`src/hdl/rn2a_pkg.sv`:
```
package rn2a_pkg;

    localparam int VALUE_BITS  = 32;
    localparam int DIGIT_SLOTS = 12;

    localparam int IN_BITS   = 32;
    localparam int CHAR_BITS = 7;
    localparam int SEL_BITS  = 2;

    localparam int OCT_FULL  = VALUE_BITS / 3 + 1;
    localparam int HEX_FULL  = (VALUE_BITS + 3) / 4;
    localparam int DEC_FULL  = 10;
    localparam int OCT_LIMIT = (OCT_FULL > DIGIT_SLOTS) ? DIGIT_SLOTS : OCT_FULL;
    localparam int HEX_LIMIT = (HEX_FULL > DIGIT_SLOTS) ? DIGIT_SLOTS : HEX_FULL;
    localparam int DEC_LIMIT = (DEC_FULL > DIGIT_SLOTS) ? DIGIT_SLOTS : DEC_FULL;

    localparam int CNT_BITS  = $clog2(DIGIT_SLOTS + 1);
    localparam int SLOT_BITS = $clog2(DIGIT_SLOTS);
    localparam int ITER_BITS = $clog2(VALUE_BITS + 1);
    localparam int BUF_BITS  = DIGIT_SLOTS * 4;

    localparam logic [SEL_BITS-1:0] RADIX_OCT = 2'd0;
    localparam logic [SEL_BITS-1:0] RADIX_DEC = 2'd1;

    localparam logic [CHAR_BITS-1:0] CHAR_MINUS = 7'h2D;
    localparam logic [CHAR_BITS-1:0] CHAR_ZERO  = 7'h30;
    localparam logic [CHAR_BITS-1:0] CHAR_ALPHA = 7'h37;

    typedef logic [CNT_BITS-1:0] t_count;

    function automatic logic [CHAR_BITS-1:0] digit_char(input logic [3:0] d);
        logic [CHAR_BITS-1:0] c;
        if (d < 4'd10) begin
            c = CHAR_ZERO + {3'd0, d};
        end else begin
            c = CHAR_ALPHA + {3'd0, d};
        end
        return c;
    endfunction

endpackage

```
`src/hdl/radix_number_to_ascii.sv`:
```
// Binary to ASCII converter for octal, decimal and hexadecimal output.
// Command channel: present i_value and i_radix_select with start high while
// busy is low; the item is taken on that clock edge and busy rises on the
// next cycle, staying high until the last character has been sent.
// Result channel: each character appears on o_ascii_char for one cycle with
// o_valid high; o_last_char marks the final character of the number. The
// receiver has no way to stall, so every beat must be taken as it comes.
// Timing: octal and hex load their digits straight from the value, decimal
// runs a shift-and-add-3 loop over the value, one bit a cycle. Leading
// zeros are then dropped one per cycle (for every decimal value, but only
// for non-negative octal and hex values), and characters leave one per
// cycle. The last character is on the ports in the cycle in which busy
// falls, and the next item can be taken at the end of that cycle. The
// decimal bit loop sets the worst case.
// Reset (synchronous, active low) returns the sequencer to idle, drops busy
// and o_valid; a number being printed is abandoned.
module radix_number_to_ascii (
    input  logic                              i_clk,
    input  logic                              i_rst_n,
    input  logic                              start,
    output logic                              busy,
    input  logic signed [rn2a_pkg::IN_BITS-1:0]   i_value,
    input  logic [rn2a_pkg::SEL_BITS-1:0]      i_radix_select,
    output logic                              o_valid,
    output logic [rn2a_pkg::CHAR_BITS-1:0]     o_ascii_char,
    output logic                              o_last_char
);
    import rn2a_pkg::*;

    localparam logic [2:0] S_IDLE  = 3'd0;
    localparam logic [2:0] S_CONV  = 3'd1;
    localparam logic [2:0] S_STRIP = 3'd2;
    localparam logic [2:0] S_SIGN  = 3'd3;
    localparam logic [2:0] S_EMIT  = 3'd4;

    localparam int OCT_EXT = 3 * DIGIT_SLOTS;
    localparam int HEX_EXT = 4 * DIGIT_SLOTS;

    logic [2:0]            r_state, n_state;
    logic [BUF_BITS-1:0]   r_buf, n_buf;
    logic [VALUE_BITS-1:0] r_work, n_work;
    t_count                r_cnt, n_cnt;
    logic [ITER_BITS-1:0]  r_iter, n_iter;
    logic                  r_neg, n_neg;
    logic                  r_valid, n_valid;
    logic [CHAR_BITS-1:0]  r_char, n_char;
    logic                  r_last, n_last;

    logic [VALUE_BITS-1:0] raw;
    logic [VALUE_BITS-1:0] mag;
    logic                  neg;
    logic [OCT_EXT-1:0]    oct_ext;
    logic [HEX_EXT-1:0]    hex_ext;
    logic [BUF_BITS-1:0]   oct_buf;
    logic [BUF_BITS-1:0]   hex_buf;
    logic [BUF_BITS-1:0]   adj_buf;
    logic [SLOT_BITS-1:0]  top_slot;
    logic [3:0]            top_digit;
    t_count                next_cnt;

    assign raw     = i_value[VALUE_BITS-1:0];
    assign neg     = raw[VALUE_BITS-1];
    assign mag     = neg ? (~raw + {{(VALUE_BITS-1){1'b0}}, 1'b1}) : raw;
    assign oct_ext = {{(OCT_EXT-VALUE_BITS){neg}}, raw};
    assign hex_ext = {{(HEX_EXT-VALUE_BITS){neg}}, raw};

    always_comb begin
        for (int i = 0; i < DIGIT_SLOTS; i++) begin
            logic [3:0] nib;
            nib = r_buf[i*4 +: 4];
            oct_buf[i*4 +: 4] = {1'b0, oct_ext[i*3 +: 3]};
            hex_buf[i*4 +: 4] = hex_ext[i*4 +: 4];
            adj_buf[i*4 +: 4] = (nib >= 4'd5) ? nib + 4'd3 : nib;
        end
    end

    assign next_cnt  = r_cnt - t_count'(1);
    assign top_slot  = next_cnt[SLOT_BITS-1:0];
    assign top_digit = r_buf[top_slot*4 +: 4];

    always_comb begin
        n_state = r_state;
        n_buf   = r_buf;
        n_work  = r_work;
        n_cnt   = r_cnt;
        n_iter  = r_iter;
        n_neg   = r_neg;
        n_valid = 1'b0;
        n_char  = r_char;
        n_last  = r_last;
        case (r_state)
            S_IDLE: begin
                if (start) begin
                    if (i_radix_select == RADIX_DEC) begin
                        n_buf   = '0;
                        n_work  = mag;
                        n_iter  = ITER_BITS'(VALUE_BITS);
                        n_cnt   = t_count'(DEC_LIMIT);
                        n_neg   = neg;
                        n_state = S_CONV;
                    end else begin
                        // two's-complement form keeps all its digits
                        n_neg   = 1'b0;
                        n_state = neg ? S_EMIT : S_STRIP;
                        if (i_radix_select == RADIX_OCT) begin
                            n_buf = oct_buf;
                            n_cnt = t_count'(OCT_LIMIT);
                        end else begin
                            n_buf = hex_buf;
                            n_cnt = t_count'(HEX_LIMIT);
                        end
                    end
                end
            end
            S_CONV: begin
                // add 3 to every digit of 5 or more, then shift in the next bit
                n_buf  = {adj_buf[BUF_BITS-2:0], r_work[VALUE_BITS-1]};
                n_work = {r_work[VALUE_BITS-2:0], 1'b0};
                n_iter = r_iter - ITER_BITS'(1);
                if (r_iter == ITER_BITS'(1)) begin
                    n_state = S_STRIP;
                end
            end
            S_STRIP: begin
                if (r_cnt > t_count'(1) && top_digit == 4'd0) begin
                    n_cnt = next_cnt;
                end else begin
                    n_state = r_neg ? S_SIGN : S_EMIT;
                end
            end
            S_SIGN: begin
                n_valid = 1'b1;
                n_char  = CHAR_MINUS;
                n_last  = 1'b0;
                n_state = S_EMIT;
            end
            S_EMIT: begin
                n_valid = 1'b1;
                n_char  = digit_char(top_digit);
                n_last  = (r_cnt == t_count'(1));
                n_cnt   = next_cnt;
                if (r_cnt == t_count'(1)) begin
                    n_state = S_IDLE;
                end
            end
            default: begin
                n_state = S_IDLE;
            end
        endcase
    end

    always_ff @(posedge i_clk) begin
        if (!i_rst_n) begin
            r_state <= S_IDLE;
            r_valid <= 1'b0;
            r_cnt   <= '0;
            r_iter  <= '0;
            r_neg   <= 1'b0;
        end else begin
            r_state <= n_state;
            r_valid <= n_valid;
            r_cnt   <= n_cnt;
            r_iter  <= n_iter;
            r_neg   <= n_neg;
        end
    end

    always_ff @(posedge i_clk) begin
        r_buf  <= n_buf;
        r_work <= n_work;
        r_char <= n_char;
        r_last <= n_last;
    end

    assign busy         = (r_state != S_IDLE);
    assign o_valid      = r_valid;
    assign o_ascii_char = r_char;
    assign o_last_char  = r_last;

endmodule
```
`config.mk`:
```
export PLATFORM = sky130hd
export DESIGN_NAME = radix_number_to_ascii
export DESIGN_NICKNAME = d
export VERILOG_FILES = /design/src/hdl/rn2a_pkg.sv /design/src/hdl/radix_number_to_ascii.sv
export SDC_FILE = /design/constraint.sdc
export NUM_CORES = 1
export LEC_CHECK = 0
export BUFFER_PORTS_ARGS = -buffer_cell sky130_fd_sc_hd__buf_4
export CAP_MARGIN = 30
export CELL_PAD_IN_SITES_DETAIL_PLACEMENT = 1
export CELL_PAD_IN_SITES_GLOBAL_PLACEMENT = 1
export CORE_ASPECT_RATIO = 1.25
export CORE_MARGIN = 2
export CORE_UTILIZATION = 52
export DETAILED_ROUTE_END_ITERATION = 7
export PLACE_DENSITY_LB_ADDON = 0.08
export SLEW_MARGIN = 30
export SYNTH_ARGS = -nofsm -noshare
export SYNTH_HDL_FRONTEND = slang
export SYNTH_SLANG_ARGS = --single-unit
export TNS_END_PERCENT = 30
```
`constraint.sdc`:
```
create_clock -name i_clk -period 6.67 [get_ports i_clk]
set_input_delay 0 -clock i_clk [delete_from_list [all_inputs] [get_ports i_clk]]
set_output_delay 0 -clock i_clk [all_outputs]
set_load 0.01 [all_outputs]
```
==> results of run 1 <==
## critical path, delay by kind of cell, from the launching register on
family | cells | cell delay, ps
flops | 1 | 860
fa+ha+maj | 2 | 1110
compound gates | 3 | 650
simple gates | 3 | 720
mux | 2 | 600
buf+inv | 1 | 450
## cell usage after synthesis (all sizes together), types with 5 or more instances
library cell | number | area [um2]
dfxtp | 15 | 300.3
nor2b | 14 | 87.58
nand2 | 62 | 232.7
o31ai | 11 | 96.34
o41ai | 6 | 52.55
mux2i | 16 | 160.2
a211oi | 7 | 52.55
nand3 | 20 | 100.1
xor2 | 32 | 299.0
or2 | 5 | 31.28
nor2 | 53 | 198.9
buf | 11 | 68.81
edfxtp | 88 | 2643
or3 | 13 | 81.33
a21oi | 76 | 380.4
or4 | 5 | 41.29
xnor2 | 14 | 122.6
and2 | 7 | 43.80
and3 | 6 | 37.54
mux4 | 7 | 161.4
nor3 | 7 | 35.03
nor3b | 13 | 97.59
nand2b | 14 | 87.58
inv | 34 | 127.6
a221oi | 20 | 175.2
clkbuf | 30 | 112.6
ha | 31 | 387.9
o21ai | 74 | 370.4
## state kept, by name, summed over array words and instances (netlist names)
name / flops
r_work: 32
r_state: 3
r_neg: 1
o_last_char: 1
r_buf: 48
r_cnt: 4
o_ascii_char: 7
o_valid: 1
r_iter: 6
## cells by family (layout without fill, tap and decap cells)
logic type | Yosys count | in the layout | share of synthesized area (%)
mux | 25 | 25 | 4.928
xor+xnor | 46 | 46 | 6.040
flops | 103 | 103 | 42.15
buf+inv | 76 | 109 | 4.480
simple gates | 232 | 232 | 17.06
compound gates | 225 | 225 | 19.78
fa+ha+maj | 31 | 31 | 5.556
## what timing repair did
item,in CTS,in global routing
buffers inserted,0,0
hold endpoints to repair,7,0
hold buffers,7,0
gates resized for setup,0,0
## through the flow
step | area (um2) | hold slack, ps | power, mW | utilization (%) | std cells
floorplan | 6982 | 177.4 | 1.758 | - | 738
detailed placement | 7408 | 335.6 | 2.042 | 56.24 | 919
CTS | 7776 | 2.258 | 2.606 | 59.03 | 942
finish | 7776 | 18.20 | 2.596 | 59.03 | 942
global placement | 7408 | 334.5 | 1.965 | 56.24 | 919
global route | 7776 | 24.40 | 2.762 | 59.03 | 942
## layout make-up
class / instances / share of cell area [%]
flip-flops and latches: 103 / 37.84
multi-input cells: 559 / 48.06
well taps: 171 / 2.751
clock buffers: 10 / 2.944
inverters: 35 / 1.689
repair buffers: 58 / 5.825
clock inverters: 6 / 0.8850
## power by group through the flow
stage | Clock [mW] | Sequential, mW | Combinational [mW]
after floorplan | 0 | 0.939 | 0.818
after global placement | 0 | 0.995 | 0.970
after detailed placement | 0 | 1.00 | 1.04
after CTS | 0.553 | 0.989 | 1.06
after global routing | 0.574 | 1.01 | 1.18
final | 0.544 | 0.991 | 1.06
## path summary, 6_finish.rpt
kind	slack, ps	to	cells past startpoint
max reg2reg	2140	r_cnt[1]	11
max	2140	r_cnt[1]	11
min reg2reg	530	r_work[14]	2
min	20	r_buf[19]	3
## per-layer routing
layer	part of all wire [%]	wire (um)	up-vias	GRT usage (%)
met5	0	0	-	0
met4	3.6	680	0	12.75
met3	3.1	577	39	3.033
met2	51	9607	114	46.72
met1	42	7838	2907	33.36
li1	-	-	2776	-
==> flow_summary.yaml, run 1 <==
power_and_ir_drop:
  internal-power_mw: 1.580
  power_per_cell_area_nw_per_um2: 333.8
  p_leak_nw: 2.825
  p_clk_share_pct: 20.9
  ir_drop_mv: 0.1313
  combPwrFrac_pct: 40.9
  swShare_pct: 39.12
  p_seq_share_pct: 38.2
  switching_power_mw: 1.016
synthesis:
  yosysWarningCount: 0
  syn_area_per_cell_um2: 9.460
  ys_ff_latch: 103
  syn_area_um2: 6982
  synth_edf_count: 88
  synth_async_sr_flop_share_pct: 0
  synth_cell_types: 69
  yosysSeqAreaShare_pct: 42.15
  syn_nets: 806
  synth-main-ff-cell: "edfxtp_1"
  synth_cells: 738
worst_setup_path:
  crit_path_max_incr_delay_ps: 930
  path_class: "reg2reg"
  start_kind: "register"
  cp.required_ps: 6900
  endpoint_kind: "register"
  worstPathMaxFanout: 21
  startpoint: "r_cnt[0]"
  path_cells: "clkinv_1 -> ha_1 -> mux4_2 -> and3_1 -> o21ai_0 -> and2_1 -> ha_1 -> o311ai_0 -> nor2_1 -> a41oi_1 -> mux2i_1"
  crit_path_top_delay_cell: "ha_1"
  arrival_ps: 4760
  r2r-start: "r_cnt[0]"
  path_common_cell: "ha_1"
drt:
  drtIter0Drc: 259
  ant_nets: 0
  wl_per_cell_um: 19.86
  drcViolationCount: 0
  firstDrtPassIters: 4
  vias_per_cell: 6.195
  routed_wl_um: 18700
  vias: 5836
layout:
  nets: 834
  multiInputGateArea_um2: 3737
  final_cell_mix: "edfxtp_1 (88), a21oi_1 (76), o21ai_0 (72), nand2_1 (61), nor2_1 (52)"
  drive_gt1_share_pct: 11.80
  mostFrequentLayoutCell: "edfxtp_1"
  areaGrowthSynthToFinish_pct: 11.38
  n_antenna_cell: 0
  n_fill_cell: 1529
  seq_area_um2: 2943
timing:
  rsz0062_at_grt: "no"
  max_freq_ghz: 0.2206
  layout_setup_ws_ps: 2137
  fin_setup_tns_ps: 0
  period_needed_ps: 4533
  slew_headroom_pct: 38.29
  post-route-period-util_pct: 67.96
  hold_viol: 0
  worst_pin_slew_ps: 925.7
  fin_skew_ps: 11.99
  finalSetupViolCount: 0
  maxSlewViolCount: 0
die:
  start_util_pct: 53.00
  dieArea_um2: 14380
  dieWidth_um: 107.6
  row_count: 47
  core_um2: 13170
  die_height_um: 133.6
  ios: 47
place:
  place_hpwl_um: 12950
  dp_slack_ps: 2182
  gp_congestion: 0.8312
  port_buffers: 46
clocking:
  clkSlewWorstSetupHoldPaths_ps: 70
  tritoncts: "yes"
  clkSinkCount: 103
  numCtsBuffers: 9
  cts_root_buf: "clkbuf_16"
  clk_path_buf_depth: 2
  htreeDepth: 3
  clkLatencyLatePin_ps: 360
run_status:
  status: "finished clean"
grt:
  grt_overflow: 0
  track_usage_pct: 27.01
  grt_pass1_wl_um: 30540
  grt_max_degree: 101
  antenna_found_initial: 0
  grt_pass1_vias: 6107
run:
  drv_cap: 0
worst_hold_path:
  min_from: "i_value[19]"
  worstHoldPathType: "in2reg"
Power figures use the tool's default switching activity.
==> run 2, diff against run 1 <==
--- a/config.mk
+++ b/config.mk
@@ -11,7 +11,7 @@
 export CELL_PAD_IN_SITES_GLOBAL_PLACEMENT = 1
 export CORE_ASPECT_RATIO = 1.25
 export CORE_MARGIN = 2
-export CORE_UTILIZATION = 52
+export CORE_UTILIZATION = 43
 export DETAILED_ROUTE_END_ITERATION = 7
 export PLACE_DENSITY_LB_ADDON = 0.08
 export SLEW_MARGIN = 30
==> constraint.sdc (replaced) <==
create_clock -name i_clk -period 4.05 [get_ports i_clk]
set_input_delay 0 -clock i_clk [delete_from_list [all_inputs] [get_ports i_clk]]
set_output_delay 0 -clock i_clk [all_outputs]
set_load 0.01 [all_outputs]
==> run 2 against run 1 <==
  * Flip-flop and latch count stayed put
  * Sequential power is 62% higher
  * Clock-buffer cell count is 5 higher
  * Setup slack worse by 1500 ps
  * Highest routed layer unchanged
==> flow_summary.yaml, run 2 (synthesis results as in run 1) <==
layout:
  nets: 836
  final_cell_mix: "edfxtp_1 (88), a21oi_1 (76), o21ai_0 (72), nand2_1 (61)"
  fin_cells: 989
  drive_gt1_share_pct: 11.90
  final_util_pct: 49.03
  areaGrowthSynthToFinish_pct: 12.87
  mostFrequentLayoutCell: "edfxtp_1"
  regMostFlops: "r_buf"
  n_antenna_cell: 0
  largest_reg_flops: 48
worst_setup_path:
  endpoint_kind: "register"
  cp.required_ps: 4300
  path_class: "reg2reg"
  worstPathMaxFanout: 14
  reg2regPathDepth: 11
  arrival_ps: 3640
  start_kind: "register"
timing:
  max_freq_ghz: 0.2944
  maxSlewViolCount: 0
  worst_pin_slew_ps: 708.7
  period_needed_ps: 3397
  hold_viol: 0
  rsz0062_at_grt: "no"
  finalSetupViolCount: 0
  fin_setup_tns_ps: 0
  post-route-period-util_pct: 83.87
  fin_skew_ps: 6.491
  slew_headroom_pct: 52.44
clocking:
  clkLatencyLatePin_ps: 360
  numCtsBuffers: 9
  clkSinkCount: 103
  cts_root_buf: "clkbuf_16"
  clk_path_buf_depth: 2
  cts_resized: 0
  htreeDepth: 3
  tritoncts: "yes"
  clkSlewWorstSetupHoldPaths_ps: 70
drt:
  drcViolationCount: 0
  firstDrtPassIters: 4
  drtIter0Drc: 343
  ant_nets: 0
  routed_wl_um: 18670
  vias_per_cell: 5.808
  wl_per_cell_um: 18.88
  vias: 5744
power_and_ir_drop:
  combPwrFrac_pct: 40.7
  power_per_cell_area_nw_per_um2: 543.8
  power_mw: 4.285
  ir_drop_mv: 0.2483
  swShare_pct: 38.01
  p_clk_share_pct: 21.7
  switching_power_mw: 1.629
  internal-power_mw: 2.656
  p_leak_nw: 2.847
  p_seq_share_pct: 37.6
grt:
  grt_pass1_wl_um: 30860
  track_usage_pct: 22.15
  grt_pass1_vias: 6155
  antenna_found_initial: 0
  grt_overflow: 0
  grt_max_degree: 107
place:
  post-place-cells: 966
  port_buffers: 46
  place_hpwl_um: 13390
  gp_congestion: 0.8341
worst_hold_path:
  worstHoldPathType: "in2reg"
  hold_path_depth: 3
die:
  ios: 47
  die_height_um: 146.5
  dieWidth_um: 118.0
  row_count: 52
  start_util_pct: 43.44
  dieArea_um2: 17280
  core_um2: 16070
run_status:
  status: "finished clean"
run:
  drv_cap: 0
## run 2: cell type report
type,count,area [um2]
clock inverters,1,7.507
clock buffers,15,310.3
flip-flops and latches,103,2943
multi-input cells,559,3737
fillers,1857,8190
inverters,35,131.4
well taps,216,270.3
repair buffers,60,480.5
## run 2: per-layer routing
metal	GRT usage, %	up-vias	routed length [um]
li1	-	2784	-
met1	27.52	2869	8306
met2	39.74	73	9604
met3	2.969	18	372
met4	6.988	0	389
met5	0	-	0
## run 2: what timing repair did
action	in CTS	in global routing
hold buffers	7	0
setup buffers	0	0
hold endpoints to repair	9	0
## run 2: critical path, cell delays in order (launching register included)
cell and delay [ps]:
dfxtp_1 350, clkinv_1 200, ha_1 550, buf_4 280
mux4_2 520, a31o_2 280, inv_1 80, ha_1 140
o311ai_0 150, nor2_1 240, a41oi_1 270, o32ai_1 220
## run 2: path summary, 6_finish.rpt
kind / start / end / slack [ps]
min reg2reg: r_work[0] / r_work[1] / 520
min: i_value[19] / r_buf[19] / 10
max: r_cnt[0] / r_cnt[2] / 650
max reg2reg: r_cnt[0] / r_cnt[2] / 650
## run 2: power by group through the flow
stage               Combinational (mW)  Clock, mW  Sequential, mW
CTS                               1.76      0.957            1.61
finish                            1.75      0.928            1.61
floorplan                         1.35          0            1.55
global placement                  1.66          0            1.63
detailed placement                1.74          0            1.63
global route                      1.95      0.988            1.64
## run 2: stage by stage
stage / area, um2 / worst slack, ps / hold slack [ps]
floorplan: 6982 / 825.0 / 177.4
global placement: 7492 / 744.8 / 334.7
detailed placement: 7492 / 665.2 / 342.4
CTS: 7880 / 637.6 / 5.346
global route: 7880 / 397.9 / 35.53
finish: 7880 / 653.1 / 13.21
==> run 3, diff against run 2 <==
==> constraint.sdc (replaced) <==
create_clock -name i_clk -period 2.84 [get_ports i_clk]
set_input_delay 0 -clock i_clk [delete_from_list [all_inputs] [get_ports i_clk]]
set_output_delay 0 -clock i_clk [all_outputs]
set_load 0.01 [all_outputs]
==> run 3 against run 2 <==
  * Flip-flop and latch count stayed put
  * Routed wire length is 3.6% higher
  * Combinational power is 78% higher
  * Final cell count is 2.6% higher
  * Clock power is 56% higher
==> flow_summary.yaml, run 3 (synthesis results as in run 1) <==
power_and_ir_drop:
  switching_power_mw: 2.546
  internal-power_mw: 4.299
  p_clk_share_pct: 21.1
  power_per_cell_area_nw_per_um2: 830.5
  power_mw: 6.845
  combPwrFrac_pct: 45.6
  p_seq_share_pct: 33.3
  swShare_pct: 37.19
  ir_drop_mv: 0.3046
  p_leak_nw: 3.014
die:
  start_util_pct: 43.44
  die_height_um: 146.5
  row_count: 52
  dieWidth_um: 118.0
  dieArea_um2: 17280
  core_um2: 16070
  ios: 47
worst_hold_path:
  hold_path_depth: 3
  worstHoldPathType: "in2reg"
place:
  gp_congestion: 0.7885
  placed_area_um2: 7639
  place_hpwl_um: 13650
  port_buffers: 46
layout:
  nets: 862
  mostFrequentLayoutCell: "edfxtp_1"
  areaGrowthSynthToFinish_pct: 18.05
  largest_reg_flops: 48
  design_area_um2: 8242
  regMostFlops: "r_buf"
  drive_gt1_share_pct: 17.65
  n_antenna_cell: 0
  final_cell_mix: "edfxtp_1 (88), a21oi_1 (75), buf_4 (74), o21ai_0 (70), nand2_1 (61)"
clocking:
  tritoncts: "yes"
  clk_path_buf_depth: 2
  numCtsBuffers: 9
  clkSlewWorstSetupHoldPaths_ps: 70
  cts_root_buf: "clkbuf_16"
  htreeDepth: 3
  clkLatencyLatePin_ps: 360
  clkSinkCount: 103
run:
  drv_cap: 0
grt:
  track_usage_pct: 22.75
  grt_max_degree: 107
  grt_pass1_vias: 6270
  grt_pass1_wl_um: 31650
  antenna_found_initial: 0
  grt_overflow: 0
timing:
  max_freq_ghz: 0.3646
  worst_pin_slew_ps: 690.2
  fin_skew_ps: 12.05
  finalSetupViolCount: 0
  period_needed_ps: 2743
  maxSlewViolCount: 0
  hold_viol: 0
  rsz0062_at_grt: "yes"
  slew_headroom_pct: 53.68
  post-route-period-util_pct: 96.58
drt:
  drtIter0Drc: 366
  ant_nets: 0
  firstDrtPassIters: 4
  vias: 5844
  routed_wl_um: 19350
  vias_per_cell: 5.758
  wl_per_cell_um: 19.06
  drcViolationCount: 0
worst_setup_path:
  reg2reg_to: "r_state[2]"
  endpoint_kind: "register"
  r2r-start: "r_cnt[0]"
  startpoint: "r_cnt[0]"
  crit_path_top_delay_cell: "or4_4"
  path_cells: "clkinv_4 -> ha_4 -> buf_4 -> mux4_2 -> nand3_2 -> a21oi_2 -> a31o_4 -> inv_2 -> ha_2 -> o311ai_2 -> nor2_1 -> and4_4 -> or4_4 -> a21boi_2"
  r2r_slack_ps: 100
  reg2regPathDepth: 14
  start_kind: "register"
  crit_path_end: "r_state[2]"
  arrival_ps: 3040
  crit_path_max_incr_delay_ps: 480
  path_class: "reg2reg"
  worstPathMaxFanout: 7
  cp.required_ps: 3130
run_status:
  status: "finished clean"
==> run 3: power by group through the flow <==
stage	clock network, mW	registers (mW)	logic [mW]
global route	1.53	2.32	3.47
CTS	1.47	2.27	2.82
detailed placement	0	2.30	2.75
floorplan	0	2.21	2.03
global placement	0	2.29	2.62
finish	1.45	2.28	3.12
==> run 3: metrics by stage <==
stage | TNS, ps | hold slack (ps) | instances | setup WS [ps] | utilization [%]
6_report | 0 | 10.51 | 1015 | 97.07 | 51.28
5_1_grt | -94.61 | 20.46 | 1015 | -50.57 | 51.28
4_1_cts | 0 | 2.028 | 1005 | 7.124 | 50.29
3_5_place_dp | -206.4 | 345.0 | 978 | -72.08 | 47.53
3_3_place_gp | 0 | 336.1 | 978 | 69.13 | 47.53
2_1_floorplan | -10.77 | 177.4 | 738 | -10.77 | -
==> run 3: how the worst min path moves through the flow <==
stage	startpoint	to	slack, ps
4_1_cts	i_value[0]	r_work[0]	2
3_5_place_dp	start	r_neg	340
3_3_place_gp	start	r_neg	340
2_1_floorplan	start	r_neg	180
5_1_grt	i_value[0]	r_work[0]	20
6_report	i_value[15]	r_buf[15]	10
==> run 3: layout make-up <==
type	count	area (um2)
fillers	1826	7829
flip-flops and latches	103	2950
inverters	35	136.4
multi-input cells	559	3849
repair buffers	86	698.2
clock inverters	6	108.9
well taps	216	270.3
clock buffers	10	229.0
==> run 3: worst max-delay path, delay by kind of cell, from the launching register on <==
family                   cells  cell delay (ps)
multiplexers                 1              200
AO/OA/AOI/OAI                4              530
flip-flops                   1              400
buffers and inverters        3              230
AND/OR/NAND/NOR              4              850
adder cells (fa/ha/maj)      2              480
==> run 3: per-layer routing <==
layer / vias up / global-route usage [%] / wire [um]
li1: 2837 / - / -
met1: 2894 / 28.44 / 8565
met2: 94 / 40.38 / 9892
met3: 19 / 2.461 / 525
met4: 0 / 8.554 / 363
met5: - / 0 / 0
==> run 3: what timing repair did <==
action                                 CTS  global route
pin swaps                                1            11
hold buffers                             8             0
gates cloned                             0             0
endpoints found under the hold margin   11             0
resized for setup                        1            24
buffers inserted                         3            10
setup endpoints to repair                5             9
